==> src/rtl/core/psa_ram.sv <==
// Generic simple dual-port RAM with registered read.
module psa_ram #(
    parameter int WIDTH = 8,
    parameter int DEPTH = 16
) (
    input  logic                     clk,
    input  logic                     we,
    input  logic [$clog2(DEPTH)-1:0] waddr,
    input  logic [WIDTH-1:0]         wdata,
    input  logic [$clog2(DEPTH)-1:0] raddr,
    output logic [WIDTH-1:0]         rdata
);

    logic [WIDTH-1:0] mem [DEPTH];

    always_ff @(posedge clk)
    begin
        if (we)
        begin
            mem[waddr] <= wdata;
        end
        rdata <= mem[raddr];
    end

endmodule

==> config.mk <==
export PLATFORM = sky130hd
export DESIGN_NAME = psa_ram
export DESIGN_NICKNAME = d
export VERILOG_FILES = /design/src/rtl/core/psa_ram.sv
export SDC_FILE = /design/constraint.sdc
export NUM_CORES = 1
export LEC_CHECK = 0
export BUFFER_PORTS_ARGS = -buffer_cell sky130_fd_sc_hd__buf_2
export CORE_ASPECT_RATIO = 0.75
export CORE_MARGIN = 2
export CORE_UTILIZATION = 55
export CTS_BUF_LIST = sky130_fd_sc_hd__clkbuf_4 sky130_fd_sc_hd__clkbuf_8
export DETAILED_ROUTE_END_ITERATION = 10
export HOLD_SLACK_MARGIN = 0.06
export MAX_ROUTING_LAYER = met4
export PLACE_DENSITY_LB_ADDON = 0.2
export SLEW_MARGIN = 25
export SYNTH_ARGS = -nofsm -noshare
export SYNTH_HDL_FRONTEND = slang
export SYNTH_SLANG_ARGS = --single-unit
==> constraint.sdc <==
create_clock -name clk -period 2.3 [get_ports clk]
set_input_delay 0.23 -clock clk [delete_from_list [all_inputs] [get_ports clk]]
set_output_delay 0.23 -clock clk [all_outputs]
set_load 0.01 [all_outputs]
# == Word level (Yosys, flattened, before mapping) ==
# Memory sizes are Yosys's and may differ from the RTL's. A register that Yosys moved wholly into a read port is not among the register bits.
# Cells that the tools add are included.
# W data, S select, Z words.
# totals
inputBits,18
regBits,0
memories,1
mem_bits_rw,128
output_inout_bits,8
# memory_table
name,depth,width,rd,rd_ports_with_merged_regs,wr,line,source
mem,16,8,1,1,1,14,logic [WIDTH-1:0] mem [DEPTH];
# classes
mux,2
# ops
op,count
$mux W1,2

# == Longest topological paths before layout ==
# logic_depth
depth_word,2
ltp_mapped,5
mapped_depth_nobuf,3

# == Least setup slack after synthesis ==
# Ideal clock, no wire load.
# synth_path
path_type,input to register
start,input waddr[2]
end,memory mem[0][0] (enable)
cell_stages,2
slack_ps,577
path_buffers,0
arrival_time_ps,1340
setup_time_ps,383
path_cell_list,or3b_2 -> nor3_1
# synth_rtl
item,line,source
start: declaration,8,"input logic [$clog2(DEPTH)-1:0] waddr,"
end: declaration,14,
# No word-level cell before the write port.

==> results_dict.tcl <==
set metrics [dict create \
    worst_slew_pin_slew_ns 0.766 \
    holdBufCountCts 0 \
    clockRootBuffer "clkbuf_8" \
    drt-total-wl_mm 9.45 \
    io_buffers 25 \
    grt_start_max_net_pins 33 \
    fin_crit_ns 1.37 \
    h-tree-depth 4 \
    drive_gt1_share_pct 31.9 \
    ys_warn_count 0 \
    power_w 0.00527 \
    synthDistinctLibCells 19 \
    ys_seq_area_share_pct 77.8 \
    globalRouteTotalUtil_pct 21.4 \
    final_common_cell "edfxtp_1" \
    netlist_area_um2 5150 \
    drc 0 \
    slew_headroom_pct 48.8 \
    crit_path_start "mem[4][6]$_DFFE_PP_" \
    start_util_pct 56.7 \
    cts_max_path_buffers 2 \
    post_cts_buffers 0 \
    vias_per_cell 5.71 \
    nets 300 \
    cp.arrival_ns 1.67 \
    dp_hpwl_mm 5.94 \
    drv_slew 0 \
    vias 2414 \
    end_kind "register" \
    hp-class "input port to register" \
    grt_pass1_vias 2373 \
    synth-seq-cells 136 \
    clkSinkCount 136 \
    rsz0062_at_grt "false" \
    fp.dieH_um 87.8 \
    yosys.area_share.simple_pct 3.18 \
    synth_fa_ha_area_share_pct 0 \
    fmax_ghz 0.732 \
    globalRouteOverflowTotal 0 \
    met2_usage_pct 30.2 \
    leakagePower_nw 2.03 \
    syn2layout_area_growth_pct 16.2 \
    synth_top_family_by_area "multiplexers" \
    grt_use_met1_pct 30.3 \
    cp_max_fo 1 \
    wire_per_inst_um 22.3 \
    drt_first_pass_iters 4 \
    avgSynthCellArea_um2 22.5 \
    drt_iter0_drc 305 \
    num-fill-cells 628 \
    finalSetupViolations 0 \
    setup_tns_ns 0 \
    antenna_found_initial 0 \
    slowest_stage "mux4_2" \
    period_share_pct 59.4 \
    worst_setup_path_start_kind "register" \
    gp_congestion 0.769 \
    synth_compound_area_share_pct 2.33 \
    fin_cells 423 \
    io_pins 26 \
    critPathMaxStageDelay_ns 0.48 \
    cp.required_ns 2.60 \
    antenna_cells 0 \
    postLayoutCoreUtil_pct 65.8 \
    insertion_delay_ns 0.43 \
    ir_drop_v 0.000564 \
    grt_busiest_layer "met1" \
    ant_nets 0 \
    place_inst 391 \
    max_cap_viol_count 0 \
    path_delay_family "multiplexers" \
    syn_nets 247 \
    hold_viol_final 0 \
    dieArea_um2 10200 \
    fp.coreArea_um2 9080 \
    critPathBufInv 0 \
    use_met3_pct 5.88 \
    p_per_area_nw_per_um2 882 \
    synth.area.mux_share_pct 15.0 \
    hold_path.startpoint "wdata[3]" \
    crit_type "register to register" \
    cts_resized 0 \
    cp_cell_sequence "mux4_2 > a22oi_1 > nand2_1" \
    clkSlewWorstSetupHoldPaths_ns 0.07 \
    syn-instance-count 229 \
    rr_startpoint "mem[4][6]$_DFFE_PP_" \
    die_w_um 116 \
    final_cell_mix "edfxtp_1, buf_2, clkbuf_8" \
    skew_ns 0.00822 \
    grt_pass1_wl_mm 14.0 \
    rows 30 \
    cts_tree "yes" \
    synth-xor-area-share_pct 0 \
    status "finished clean" \
    numCtsBuffers 17 \
]
==> per-stage QoR <==
| step | worst slack [ns] | area (um2) | hold WS [ns] |
|---|---|---|---|
| 6_report | 0.934 | 5980 | 0.175 |
| 5_1_grt | 0.888 | 5980 | 0.161 |
| 4_1_cts | 0.927 | 5980 | 0.160 |
| 3_5_place_dp | 0.599 | 5510 | 0.630 |
| 3_3_place_gp | 0.608 | 5510 | 0.616 |
| 2_1_floorplan | 0.577 | 5150 | 0.329 |
==> layout make-up <==
class	count	area (um2)	area share [%]
Clock buffer	20	269	4.50
Clock inverter	12	198	3.31
Multi-Input combinational cell	83	1060	17.7
Sequential cell	136	4000	66.9
Tap cell	128	160	2.68
Timing Repair Buffer	44	293	4.90
==> cell usage after synthesis <==
cell / instances / share of area [%]
a22oi_1: 16 / 2.3
and2_1: 1 / 0.12
and2b_1: 1 / 0.15
buf_2: 3 / 0.29
buf_4: 1 / 0.15
buf_6: 3 / 0.66
clkdlybuf4s25_2: 3 / 0.58
dfxtp_1: 8 / 3.1
edfxtp_1: 128 / 75
mux4_1: 14 / 7.1
mux4_2: 18 / 7.9
nand2_1: 9 / 0.66
nand2b_1: 2 / 0.24
nand3_1: 1 / 0.097
nand3b_1: 2 / 0.29
nor2_1: 13 / 0.95
nor2b_1: 1 / 0.12
nor3_1: 4 / 0.39
or3b_2: 1 / 0.17
==> state kept, by name, indices dropped and copies added (netlist names) <==
signal	count
mem	128
rdata	8
==> path summary, 6_finish.rpt <==
check	end	slack [ns]	depth (start not counted)
max	rdata[6]$_DFF_P_	0.93	3
min	mem[5][3]$_DFFE_PP_	0.18	1
max reg2reg	rdata[6]$_DFF_P_	0.93	3
min reg2reg	rdata[3]$_DFF_P_	0.67	3
==> worst reg2reg max path: cells and delay by family (launching register included) <==
family | cells | cell delay, ns
flip-flops | 1 | 0.38
AND/OR/NAND/NOR | 1 | 0.13
multiplexers | 1 | 0.48
AO/OA/AOI/OAI | 1 | 0.24
==> power by group <==
| group | switching, W | total (W) | internal (W) |
|---|---|---|---|
| sequential | 0.0000171 | 0.00278 | 0.00277 |
| clock | 0.000873 | 0.00223 | 0.00136 |
| combinational | 0.000148 | 0.000259 | 0.000111 |
| total | 0.00104 | 0.00527 | 0.00423 |
==> cell families (layout without fill, tap and decap cells) <==
| family | Yosys count | in the layout |
|---|---|---|
| buffers and inverters | 10 | 76 |
| AOI/OAI and AO/OA | 16 | 16 |
| DFF | 136 | 136 |
| muxes | 32 | 32 |
| and+or+nand+nor | 35 | 35 |
==> routing by layer <==
| layer | part of all wire, % | routed length [um] | up-vias |
|---|---|---|---|
| met5 | 0 | 0 | - |
| met4 | 0.93 | 88 | 0 |
| met3 | 5.9 | 562 | 10 |
| met2 | 47 | 4410 | 70 |
| met1 | 46 | 4390 | 1254 |
| li1 | - | - | 1080 |
Note: power is estimated with default switching activity, not from simulation.
